<file path="src/design/cda_pkg.sv">
// ----------------------------------------------------------------------------
// Calendar date adder package
// Field widths, command codes and Gregorian month length helpers.
// ----------------------------------------------------------------------------
package cda_pkg;

  localparam int AMOUNT_WIDTH_DEFAULT = 17;

  localparam int YEAR_W       = 16;
  localparam int MONTH_W      = 4;
  localparam int DAY_W        = 5;
  localparam int DATE_W       = YEAR_W + MONTH_W + DAY_W;
  localparam int OUT_TDATA_W  = ((DATE_W + 7) / 8) * 8;
  localparam int LEN_W        = 5;

  typedef enum logic [1:0] {
    CMD_ADD_YEARS  = 2'd0,
    CMD_ADD_MONTHS = 2'd1,
    CMD_ADD_DAYS   = 2'd2
  } cmd_t;

  // residues mod 25 of one hex digit at each position of a 16-bit year
  localparam logic [4:0] MOD25_D3 [16] = '{
    5'd0, 5'd21, 5'd17, 5'd13, 5'd9, 5'd5, 5'd1, 5'd22,
    5'd18, 5'd14, 5'd10, 5'd6, 5'd2, 5'd23, 5'd19, 5'd15
  };
  localparam logic [4:0] MOD25_D2 [16] = '{
    5'd0, 5'd6, 5'd12, 5'd18, 5'd24, 5'd5, 5'd11, 5'd17,
    5'd23, 5'd4, 5'd10, 5'd16, 5'd22, 5'd3, 5'd9, 5'd15
  };
  localparam logic [4:0] MOD25_D1 [16] = '{
    5'd0, 5'd16, 5'd7, 5'd23, 5'd14, 5'd5, 5'd21, 5'd12,
    5'd3, 5'd19, 5'd10, 5'd1, 5'd17, 5'd8, 5'd24, 5'd15
  };

  function automatic logic is_leap(input logic [YEAR_W-1:0] y);
    logic [6:0] s;
    logic       div25;
    s = 7'(MOD25_D3[y[15:12]]) + 7'(MOD25_D2[y[11:8]])
      + 7'(MOD25_D1[y[7:4]]) + 7'(y[3:0]);
    div25 = (s == 7'd0) || (s == 7'd25) || (s == 7'd50) || (s == 7'd75);
    return (y[1:0] == 2'b00) && (!div25 || (y[3:0] == 4'h0));
  endfunction

  // zero for a month outside 1..12
  function automatic logic [LEN_W-1:0] month_len(input logic [YEAR_W-1:0] y,
                                                 input logic [MONTH_W-1:0] m);
    logic [LEN_W-1:0] len;
    case (m)
      4'd1, 4'd3, 4'd5, 4'd7, 4'd8, 4'd10, 4'd12: len = 5'd31;
      4'd4, 4'd6, 4'd9, 4'd11:                   len = 5'd30;
      4'd2:                                      len = is_leap(y) ? 5'd29 : 5'd28;
      default:                                   len = 5'd0;
    endcase
    return len;
  endfunction

endpackage

</file>
<file path="src/design/calendar_date_adder_top.sv">
// ----------------------------------------------------------------------------
// Calendar date adder
// Adds a signed number of years, months or days to a Gregorian date.
// ----------------------------------------------------------------------------
// Input stream s_axis: tuser carries the command (add years, months, days),
// tdata carries year, month, day and the signed amount. One word is taken
// when the block is idle; it then works on that word alone.
// Output stream m_axis: tdata carries the new year, month and day, tuser the
// status (1 = invalid month or command met, original date returned).
// Add years adds the amount to the year. Add months folds a month that
// leaves 1..12 back by a divide by 12 (quarter, then multiply by the
// reciprocal of 3). Both clamp the day to the new month's length. Add
// days walks the date one month boundary at a time. The next word is
// taken only once the result loads. While a result waits on m_axis_tready
// the next word is still taken and, once done, holds in the sequencer.
// Reset (rst, synchronous) returns the sequencer to idle and drops tvalid.
// ----------------------------------------------------------------------------
module calendar_date_adder_top #(
  parameter int AMOUNT_WIDTH = cda_pkg::AMOUNT_WIDTH_DEFAULT,
  localparam int IN_TDATA_W = ((cda_pkg::DATE_W + AMOUNT_WIDTH + 7) / 8) * 8
) (
  input  logic                           clk,
  input  logic                           rst,
  input  logic                           s_axis_tvalid,
  output logic                           s_axis_tready,
  // year[15:0], month[19:16], day[24:20], amount (signed) above, zero fill
  input  logic [IN_TDATA_W-1:0]          s_axis_tdata,
  // cmd
  input  logic [1:0]                     s_axis_tuser,
  output logic                           m_axis_tvalid,
  input  logic                           m_axis_tready,
  // new_year[15:0], new_month[19:16], new_day[24:20], zero fill
  output logic [cda_pkg::OUT_TDATA_W-1:0] m_axis_tdata,
  // status
  output logic                           m_axis_tuser
);

  localparam int AW = AMOUNT_WIDTH;
  localparam int LW = AMOUNT_WIDTH + 1;
  localparam logic [31:0] DIV3_RECIP = 32'h5555_5556;

  typedef enum logic [2:0] {
    ST_IDLE, ST_START, ST_NORM, ST_DIV, ST_DIVEND, ST_CHECK, ST_WALK, ST_FIN
  } state_t;

  state_t                       state;
  logic [1:0]                   cmd;
  logic [cda_pkg::YEAR_W-1:0]   y0, y;
  logic [cda_pkg::MONTH_W-1:0]  m0, m;
  logic [cda_pkg::DAY_W-1:0]    d0, d;
  logic signed [AW:0]           left;
  logic                         neg;
  logic                         err;
  logic [AW-1:0]                dvd;
  logic [31:0]                  q12;
  logic [3:0]                   rem;
  logic [cda_pkg::YEAR_W-1:0]   new_year;
  logic [cda_pkg::MONTH_W-1:0]  new_month;
  logic [cda_pkg::DAY_W-1:0]    new_day;
  logic                         status;

  logic [cda_pkg::YEAR_W-1:0]   in_year;
  logic [cda_pkg::MONTH_W-1:0]  in_month;
  logic [cda_pkg::DAY_W-1:0]    in_day;
  logic [AW-1:0]                in_amount;

  logic [31:0]                  left_w;
  logic [cda_pkg::LEN_W-1:0]    cur_len;
  logic [cda_pkg::MONTH_W-1:0]  m_dec;
  logic [cda_pkg::YEAR_W-1:0]   y_dec;
  logic [cda_pkg::LEN_W-1:0]    dec_len;
  logic                         fwd;
  logic signed [6:0]            d_s;
  logic signed [6:0]            len_s;
  logic signed [6:0]            step_off;
  logic signed [AW:0]           walk_sum;
  logic [31:0]                  dvd4;
  logic [63:0]                  prod;
  logic [1:0]                   q12_x3;

  assign in_year   = s_axis_tdata[15:0];
  assign in_month  = s_axis_tdata[19:16];
  assign in_day    = s_axis_tdata[24:20];
  assign in_amount = s_axis_tdata[cda_pkg::DATE_W +: AW];

  assign s_axis_tready = (state == ST_IDLE);
  assign m_axis_tdata  = {7'b0, new_day, new_month, new_year};
  assign m_axis_tuser  = status;

  assign left_w  = 32'(left);
  assign cur_len = cda_pkg::month_len(y, m);
  assign m_dec   = (m <= 4'd1) ? 4'd12 : m - 4'd1;
  assign y_dec   = (m <= 4'd1) ? y - 16'd1 : y;
  assign dec_len = cda_pkg::month_len(y_dec, m_dec);

  // shared adder of the month walk
  assign fwd      = !left[AW];
  assign d_s      = {2'b00, d};
  assign len_s    = {2'b00, cur_len};
  assign step_off = fwd ? d_s - len_s - 7'sd1 : d_s;
  assign walk_sum = left + LW'(step_off);

  // divide by 12: quarter the dividend, then multiply by the reciprocal of 3
  assign dvd4   = 32'(dvd >> 2);
  assign prod   = 64'(dvd4) * 64'(DIV3_RECIP);
  assign q12_x3 = q12[1:0] + {q12[0], 1'b0};
  assign rem    = {dvd4[1:0] - q12_x3, dvd[1:0]};

  always_ff @(posedge clk) begin
    if (rst) begin
      state         <= ST_IDLE;
      m_axis_tvalid <= 1'b0;
      err           <= 1'b0;
    end else begin
      if (m_axis_tvalid && m_axis_tready && (state != ST_FIN)) begin
        m_axis_tvalid <= 1'b0;
      end
      case (state)
        ST_IDLE: begin
          if (s_axis_tvalid) begin
            cmd   <= s_axis_tuser;
            y0    <= in_year;
            m0    <= in_month;
            d0    <= in_day;
            y     <= in_year;
            m     <= in_month;
            d     <= in_day;
            left  <= LW'(signed'(in_amount));
            neg   <= in_amount[AW-1];
            err   <= 1'b0;
            state <= ST_START;
          end
        end
        ST_START: begin
          case (cmd)
            cda_pkg::CMD_ADD_YEARS: begin
              y     <= y + left_w[15:0];
              state <= ST_CHECK;
            end
            cda_pkg::CMD_ADD_MONTHS: begin
              left  <= left + LW'(m);
              state <= ST_NORM;
            end
            cda_pkg::CMD_ADD_DAYS: begin
              state <= ST_WALK;
            end
            default: begin
              err   <= 1'b1;
              state <= ST_FIN;
            end
          endcase
        end
        ST_NORM: begin
          if (neg && (left[AW] || left == '0)) begin
            dvd   <= AW'(-left);
            state <= ST_DIV;
          end else if (!neg && left > $signed(LW'(12))) begin
            dvd   <= AW'(left - LW'(1));
            state <= ST_DIV;
          end else begin
            m     <= left[3:0];
            state <= ST_CHECK;
          end
        end
        ST_DIV: begin
          q12   <= prod[63:32];
          state <= ST_DIVEND;
        end
        ST_DIVEND: begin
          if (neg) begin
            y <= y + ~q12[15:0];
            m <= 4'd12 - rem;
          end else begin
            y <= y + q12[15:0];
            m <= rem + 4'd1;
          end
          state <= ST_CHECK;
        end
        ST_CHECK: begin
          if (cur_len == '0) begin
            err <= 1'b1;
          end else if (d > cur_len) begin
            d <= cur_len;
          end
          state <= ST_FIN;
        end
        ST_WALK: begin
          if (left == '0) begin
            state <= ST_FIN;
          end else if (fwd) begin
            if (cur_len == '0) begin
              err   <= 1'b1;
              state <= ST_FIN;
            end else if (!walk_sum[AW]) begin
              left <= walk_sum;
              d    <= 5'd1;
              if (m == 4'd12) begin
                m <= 4'd1;
                y <= y + 16'd1;
              end else begin
                m <= m + 4'd1;
              end
            end else begin
              d     <= d + left[4:0];
              state <= ST_FIN;
            end
          end else begin
            if (!walk_sum[AW] && walk_sum != '0) begin
              d     <= walk_sum[4:0];
              state <= ST_FIN;
            end else if (dec_len == '0) begin
              err   <= 1'b1;
              state <= ST_FIN;
            end else begin
              m    <= m_dec;
              y    <= y_dec;
              left <= walk_sum;
              d    <= dec_len;
            end
          end
        end
        ST_FIN: begin
          if (!m_axis_tvalid || m_axis_tready) begin
            new_year      <= err ? y0 : y;
            new_month     <= err ? m0 : m;
            new_day       <= err ? d0 : d;
            status        <= err;
            m_axis_tvalid <= 1'b1;
            state         <= ST_IDLE;
          end
        end
        default: begin
          state <= ST_IDLE;
        end
      endcase
    end
  end

`ifndef SYNTHESIS
  a_busy_after_accept: assert property (@(posedge clk) disable iff (rst)
    (s_axis_tvalid && s_axis_tready) |=> !s_axis_tready)
    else $error("input taken again right after accept");

  a_result_from_fin: assert property (@(posedge clk) disable iff (rst)
    $rose(m_axis_tvalid) |-> $past(state == ST_FIN))
    else $error("result raised outside finish step");

  a_rem_range: assert property (@(posedge clk) disable iff (rst)
    (state == ST_DIVEND) |-> (rem < 4'd12))
    else $error("divide remainder out of range");

  a_walk_direction: assert property (@(posedge clk) disable iff (rst)
    (state == ST_WALK) |-> (neg ? (left[AW] || left == '0) : !left[AW]))
    else $error("day walk changed direction");
`endif

endmodule
</file>
<file path="config.mk">
export PLATFORM = sky130hd
export DESIGN_NAME = calendar_date_adder_top
export DESIGN_NICKNAME = d
export VERILOG_FILES = /design/src/design/cda_pkg.sv /design/src/design/calendar_date_adder_top.sv
export SDC_FILE = /design/constraint.sdc
export NUM_CORES = 1
export LEC_CHECK = 0
export BUFFER_PORTS_ARGS = -buffer_cell sky130_fd_sc_hd__buf_2
export CAP_MARGIN = 20
export CELL_PAD_IN_SITES_DETAIL_PLACEMENT = 0
export CELL_PAD_IN_SITES_GLOBAL_PLACEMENT = 1
export CORE_ASPECT_RATIO = 0.7
export CORE_MARGIN = 2
export CORE_UTILIZATION = 50
export CTS_CLUSTER_SIZE = 14
export DETAILED_ROUTE_END_ITERATION = 6
export PLACE_DENSITY_LB_ADDON = 0.3
export RECOVER_POWER = 25
export SLEW_MARGIN = 15
export SYNTH_ARGS = -nofsm -noshare
export SYNTH_HDL_FRONTEND = slang
export SYNTH_SLANG_ARGS = --single-unit
export TNS_END_PERCENT = 100
</file>
<file path="constraint.sdc">
create_clock -name clk -period 12.8 [get_ports clk]
set_input_delay 0.64 -clock clk [delete_from_list [all_inputs] [get_ports clk]]
set_output_delay 0.64 -clock clk [all_outputs]
set_load 0.01 [all_outputs]
</file>
## Word-level counts from Yosys, hierarchy flattened

Memory sizes are Yosys's and may differ from the RTL's.
Cells that the tools add are included.

| operators by class | value |
|---|---|
| $add $sub $neg | 24 |
| multipliers | 1 |
| $lt $le $gt $ge | 9 |
| equal/unequal tests | 59 |
| mux-type cells | 89 |
| bitwise gates (word level) | 8 |
| reductions and logical operators | 56 |

Operators with widths:

| operator | number |
|---|---|
| $mux W16 | 12 |
| $mux W5 | 22 |
| $mux W18 | 6 |
| $mux W17 | 4 |
| $pmux W16 S4 | 1 |
| $pmux W18 S3 | 1 |
| $mux W4 | 13 |
| $mul A15 B30 Y45 const B | 1 |
| $pmux W5 S3 | 3 |
| $eq A4 B4 Y1 const B | 10 |
| $add A16 B16 Y16 | 2 |
| $eq A4 B3 Y1 const B | 8 |
| $ge A5 B5 Y1 const B | 6 |
| $mux W3 | 10 |
| $not A4 Y5 | 6 |
| $pmux W3 S8 | 1 |
| $ne A3 B3 Y1 const B | 7 |
| $ne A2 B2 Y1 const B | 10 |
| $reduce_and A10 Y1 | 2 |
| $add A18 B4 Y18 | 1 |
| $add A18 B7 Y18 | 1 |
| $gt A18 B5 Y1 const B | 1 |
| $logic_not A18 Y1 | 1 |
| $reduce_bool A18 Y1 | 1 |
| other kinds (58) | 116 |

| word-level totals | value |
|---|---|
| register bits after elaboration | 133 |
| memory bits (read-only) | 480 |
| output and inout port bits | 35 |
| word-level logic and storage cells | 271 |
| memories | 6 |

Memory list:

| memory | words | bits a word | rd ports | clocked after Yosys merged registers in | wr ports | RTL line | text |
|---|---|---|---|---|---|---|---|
| (no name shown) | 16 | 5 | 1 | 0 | 0 | cda_pkg.sv:40 | `+ 7'(MOD25_D1[y[7:4]]) + 7'(y[3:0]);` |
| (no name shown) | 16 | 5 | 1 | 0 | 0 | cda_pkg.sv:39 | `s = 7'(MOD25_D3[y[15:12]]) + 7'(MOD25_D2[y[11:8]])` |
| (no name shown) | 16 | 5 | 1 | 0 | 0 | cda_pkg.sv:39 |  |
| (no name shown) | 16 | 5 | 1 | 0 | 0 | cda_pkg.sv:40 |  |
| (no name shown) | 16 | 5 | 1 | 0 | 0 | cda_pkg.sv:39 |  |
| (no name shown) | 16 | 5 | 1 | 0 | 0 | cda_pkg.sv:39 |  |

## Depth between registers and ports, before layout

| logic depth | value |
|---|---|
| depth in word-level cells | 26 |
| gate-level depth with buffers | 40 |
| mapped depth without buffers | 39 |

## Worst setup path after synthesis

Ideal clock, no wire load.

| timing | value |
|---|---|
| path type | reg-to-reg |
| from | reg y[8] (netlist bit) |
| to | reg left[0], enable pin |
| setup time | 0.396 ns |
| data arrival time | 10.092 ns |
| required time | 12.404 ns |
| setup slack | 2.313 ns |
| cell stages (with the launch flop) | 39 |
| path buffers | 1 |
| period minus slack after synthesis | 10.487 ns |
| cells stage by stage | edfxtp_1 inv_1 ha_1 nor3_1 a21oi_1 nor2_1 a311oi_1 fa_1 inv_1 fa_1 inv_1 ha_1 inv_1 fa_1 xnor2_1 or4b_2 or4_1 a21boi_0 (+3 left out) fa_1 nand2b_1 or3_1 a21oi_1 o211ai_1 nor2_1 nor2_1 nor2_1 ha_1 a2111o_1 o21ai_0 xor2_1 nand4_1 or4b_4 or4_1 buf_2 a211o_1 a21boi_1 |

| on the way | value |
|---|---|
| longest elaborated chain between the ends | 24 |
| elaborated cells between the ends (all ways) | 58 |
| those cells by class | 10 x add/sub; 10 x eq/ne; 12 x mux; 3 x bitwise; 20 x reduce/logical; 3 x memory |

Ends and longest elaborated chain:

| element | RTL line | text |
|---|---|---|
| start: declaration | calendar_date_adder_top.sv:48 | `logic [cda_pkg::YEAR_W-1:0] y0, y;` |
| start signal: assignment | calendar_date_adder_top.sv:125 | `y <= in_year;` |
| start signal: assignment | calendar_date_adder_top.sv:137 | `y <= y + left_w[15:0];` |
| start signal: assignment | calendar_date_adder_top.sv:171 | `y <= y + ~q12[15:0];` |
| $not A4 Y5 (implied by the code) | cda_pkg.sv:39 |  |
| $mem_v2 Z16 W5 | n/a |  |
| $mux W5 (implied by the code) (2 in a row) | cda_pkg.sv:39 |  |
| $add A5 B5 Y6 | cda_pkg.sv:39 |  |
| $add A6 B5 Y7 | cda_pkg.sv:40 |  |
| $add A7 B4 Y7 | cda_pkg.sv:40 |  |
| $eq A7 B5 Y1 or $logic_not A7 Y1 (tied branches) | cda_pkg.sv:41 | `div25 = (s == 7'd0) \|\| (s == 7'd25) \|\| (s == 7'd50) \|\| (s == 7'd75);` |
| $logic_or A1 B1 Y1 (3 in a row) | cda_pkg.sv:41 |  |
| (+5 left out) | n/a |  |
| $sub A5 B5 Y6 | calendar_date_adder_top.sv:100 | `assign step_off = fwd ? d_s - len_s - 7'sd1 : d_s;` |
| $sub A6 B2 Y7 | calendar_date_adder_top.sv:100 |  |
| $mux W7 | calendar_date_adder_top.sv:100 |  |
| $add A18 B7 Y18 | calendar_date_adder_top.sv:101 | `assign walk_sum = left + LW'(step_off);` |
| $reduce_bool A18 Y1 or $logic_not A1 Y1 (tied branches) | calendar_date_adder_top.sv:208 | `if (!walk_sum[AW] && walk_sum != '0) begin` |
| $logic_and A1 B1 Y1 | calendar_date_adder_top.sv:208 |  |
| $ne A3 B3 Y1 (no source line) | n/a |  |
| $reduce_and A9 Y1 (no source line) (*) | n/a |  |
| end signal: assignment | calendar_date_adder_top.sv:141 | `left <= left + LW'(m);` |
| end signal: assignment | calendar_date_adder_top.sv:195 | `left <= walk_sum;` |
| end signal: assignment | calendar_date_adder_top.sv:217 | `left <= walk_sum;` |
| end: declaration | calendar_date_adder_top.sv:51 | `logic signed [AW:0] left;` |

Mark *: on every way between the ends. The rest lies on a longest branch, timed or not. The select of a mux whose other input is x is not followed.
A chain may end at the register's enable or synchronous reset.

## Worst setup path in the final report

| timing | value |
|---|---|
| from | reg y[8] (netlist bit) |
| to | reg y[7] (netlist bit), enable pin |

| on the way | value |
|---|---|
| longest elaborated chain between the ends | 24 |
| elaborated cells between the ends (all ways) | 58 |
| those cells by class | 10 x add/sub; 10 x eq/ne; 12 x mux; 3 x bitwise; 20 x reduce/logical; 3 x memory |

Ends and longest elaborated chain:

| element | RTL line |
|---|---|
| $not A4 Y5 (implied by the code) | cda_pkg.sv:39 |
| $mem_v2 Z16 W5 | n/a |
| $mux W5 (implied by the code) (2 in a row) | cda_pkg.sv:39 |
| $add A5 B5 Y6 | cda_pkg.sv:39 |
| $add A6 B5 Y7 | cda_pkg.sv:40 |
| $add A7 B4 Y7 | cda_pkg.sv:40 |
| $eq A7 B5 Y1 or $logic_not A7 Y1 (tied branches) | cda_pkg.sv:41 |
| $logic_or A1 B1 Y1 (3 in a row) | cda_pkg.sv:41 |
| (+5 left out) | n/a |
| $sub A5 B5 Y6 | calendar_date_adder_top.sv:100 |
| $sub A6 B2 Y7 | calendar_date_adder_top.sv:100 |
| $mux W7 | calendar_date_adder_top.sv:100 |
| $add A18 B7 Y18 | calendar_date_adder_top.sv:101 |
| $reduce_bool A18 Y1 or $logic_not A1 Y1 (tied branches) | calendar_date_adder_top.sv:208 |
| $logic_and A1 B1 Y1 | calendar_date_adder_top.sv:208 |
| $ne A3 B3 Y1 (no source line) | n/a |
| $reduce_and A10 Y1 (no source line) (*) | n/a |

Marks and branches as above.

==> metrics.txt <==
worst-case register-to-register setup slack=0.90 ns; failing checks=capacitance limit, slew limit; crit share post-route=92.9%; HPWL after detailed placement=35000 um; floorplan core area=31300 um2; count of fill cells added during filler insertion=2818; global-route wire length before repair=70800 um; Die Height=154 um; antenna violations before repair=0; capture instance of the worst register-to-register path=y[7]; post-cts resize count=0; highest-count cells in the layout ignoring fill and taps=215 x ha_1, 190 x inv_1, 128 x nand2_1, 128 x edfxtp_1, 110 x nor2_1; transition at the pin with the smallest max-transition slack=1.94 ns; Post-synth top flop=edfxtp_1; H-tree depth=4; wire length per cell after detailed routing=19.7 um; largest net degree at the start of global routing=45; Final Slew Violations=45; net total in the final layout=2158; first-pass detailed-route iteration total=6; number of buffers inserted by port buffering=75; DR vias/cell=5.87; area grow syn2layout=8.37%; CP Launch Point=y[8]; number of warnings printed during yosys synthesis=0; Syn Inst Count=1741; type of the worst setup path=register to register; setup skew after layout=0.0145 ns; CTS tree=yes; startpoint of the most critical register-to-register path=y[8]; Hold Violations, Final=0; max-cap violations=1; CTS root buf=clkbuf_16; Antenna diodes=0; worst setup slack after layout=0.904 ns; data arrival time of the critical path=12.02 ns; synthesis-stage register bit count=133; worst hold path depth=1; largest cells by area after synthesis=edfxtp_1 24%, ha_1 17%, fa_1 12%; number of buffers on the longest clock path=2; Num CTS Buffers=17; Fmax achieved=84.1 MHz; worst slack at placement=1.18 ns; Die Outline Area=33400 um2; share of layout cells above drive strength 1=6.53%; Starting Density=51.1%; type of the worst min-delay path=input pin to register; setup TNS after final layout=0 ns; mean cell area of the mapped netlist=9.18 um2; number of placement rows=54; Worst-Skew Late Latency=0.46 ns; delay of the slowest cell on the worst path=0.75 ns; number of enable-type register cells in the synthesized netlist=128; die width=218 um; most common library cell in the layout ignoring fill and taps=ha_1; summed instance area of the synthesized netlist=16000 um2; Startpoint Class=register; multi-input combinational cell area=11100 um2; number of setup buffers added after CTS=0; FF-to-FF path depth=39; share of the core filled with cells=55.4%; Max stage delay cell, worst path=nor2_1; distinct cell type count of the synthesized netlist=78; Critical Path Sink Type=register; final hold slack=0.352 ns; Iteration-0 DRC Markers=1355; Synth area leader=edfxtp_1; number of global-route vias before repair=12800; footprint of the flip-flops and latches=3940 um2; outcome=complete, but fails checks; number of vias after detailed routing=13100; Hold Path Origin=s_axis_tuser[0]; RSZ-0062 raised after global routing=false; number of placed I/O pins=89; clock sinks=133; Seq/Total Area, Yosys=24.7%; clock-pin slew reported for the worst setup and hold paths after clock tree synthesis=0.07 ns; top cell type's share of synthesized area=24.0%; final estimated routing congestion in global placement=0.905; endpoint with the worst hold slack=cmd[0]; final wirelength=43900 um; residual antenna-violating net count after detailed routing=0; Setup Viol. Count Final=0; minimum clock period=11.90 ns; DR DRC count=0; largest fanout of any net on the critical path=16; All-Layer GR Usage=27.2%; Data required, critical path=12.93 ns; fraction of registers with async set or reset after synthesis=0%; hold-fix buffers at CTS=0; overflow left after global routing=0; Rel. slew slack=-29.1%
==> Yosys cell counts, drive strengths merged (48+ instances only) <==
cell and number:
ha 215, inv 190, edfxtp 128, nand2 128, nor2 111, o21ai 111
xnor2 103, a21oi 101, fa 95, xor2 52, clkbuf 51, nor3 48
==> flip-flops by register name, indices dropped and copies added (netlist names) <==
register / cells
new_day: 5
cmd: 2
err: 1
m_axis_tvalid: 1
new_month: 4
state: 3
y: 16
neg: 1
q12: 14
left: 18
y0: 16
m: 4
d0: 5
m0: 4
new_year: 16
dvd: 17
d: 5
m_axis_tuser: 1
==> layer usage <==
metal  track usage (%)  up-vias  share of wire (%)
met5                 0        -                  0
met2              39.8      445                 42
met1              41.0     6304                 48
met3              6.73       24                8.5
met4              4.63        0               0.84
li1                  -     6299                  -
==> metrics by stage <==
step,area (um2),instances
floorplan,16000,1747
global placement,16800,2194
detailed placement,16800,2194
CTS,17400,2226
global route,17300,2227
finish,17300,2227
==> cells by family (layout without fill, tap and decap cells) <==
group | Yosys count | in the layout | share of synthesized area (%)
compound gates | 418 | 418 | 16.9
xor+xnor | 155 | 155 | 8.49
fa+ha+maj | 310 | 310 | 28.7
buf+inv | 261 | 321 | 6.32
flops | 133 | 133 | 24.7
mux | 29 | 29 | 1.93
other cells | 1 | 7 | 0.0235
simple gates | 434 | 434 | 12.9
==> area by class of cell <==
cell class	instances	area share [%]
inverter	191	4.14
clock buffer	17	2.46
multi-input combinational	1353	63.9
clock inverter	15	0.845
sequential	133	22.8
timing repair buffer	98	2.85
tap	420	3.03
==> critical path, delay by kind of cell, from the launching register on <==
kind                       cells  cell delay (ns)
AOI/OAI and AO/OA             13             3.54
xor gates and xnor gates       2             0.46
adders and majority gates      8             2.78
buffers and inverters          5             0.80
DFF                            1             0.54
and+or+nand+nor               11             3.42
==> worst max-delay path by stage <==
stage,end,depth (start not counted)
5_1_grt,y[7],39
4_1_cts,y[7],39
3_3_place_gp,y[8],39
6_report,y[7],39
2_1_floorplan,left[0],38
3_5_place_dp,y[7],39
Power is not shown: default switching activity piles up to over one toggle a cycle in this logic, so the estimate is an artifact.
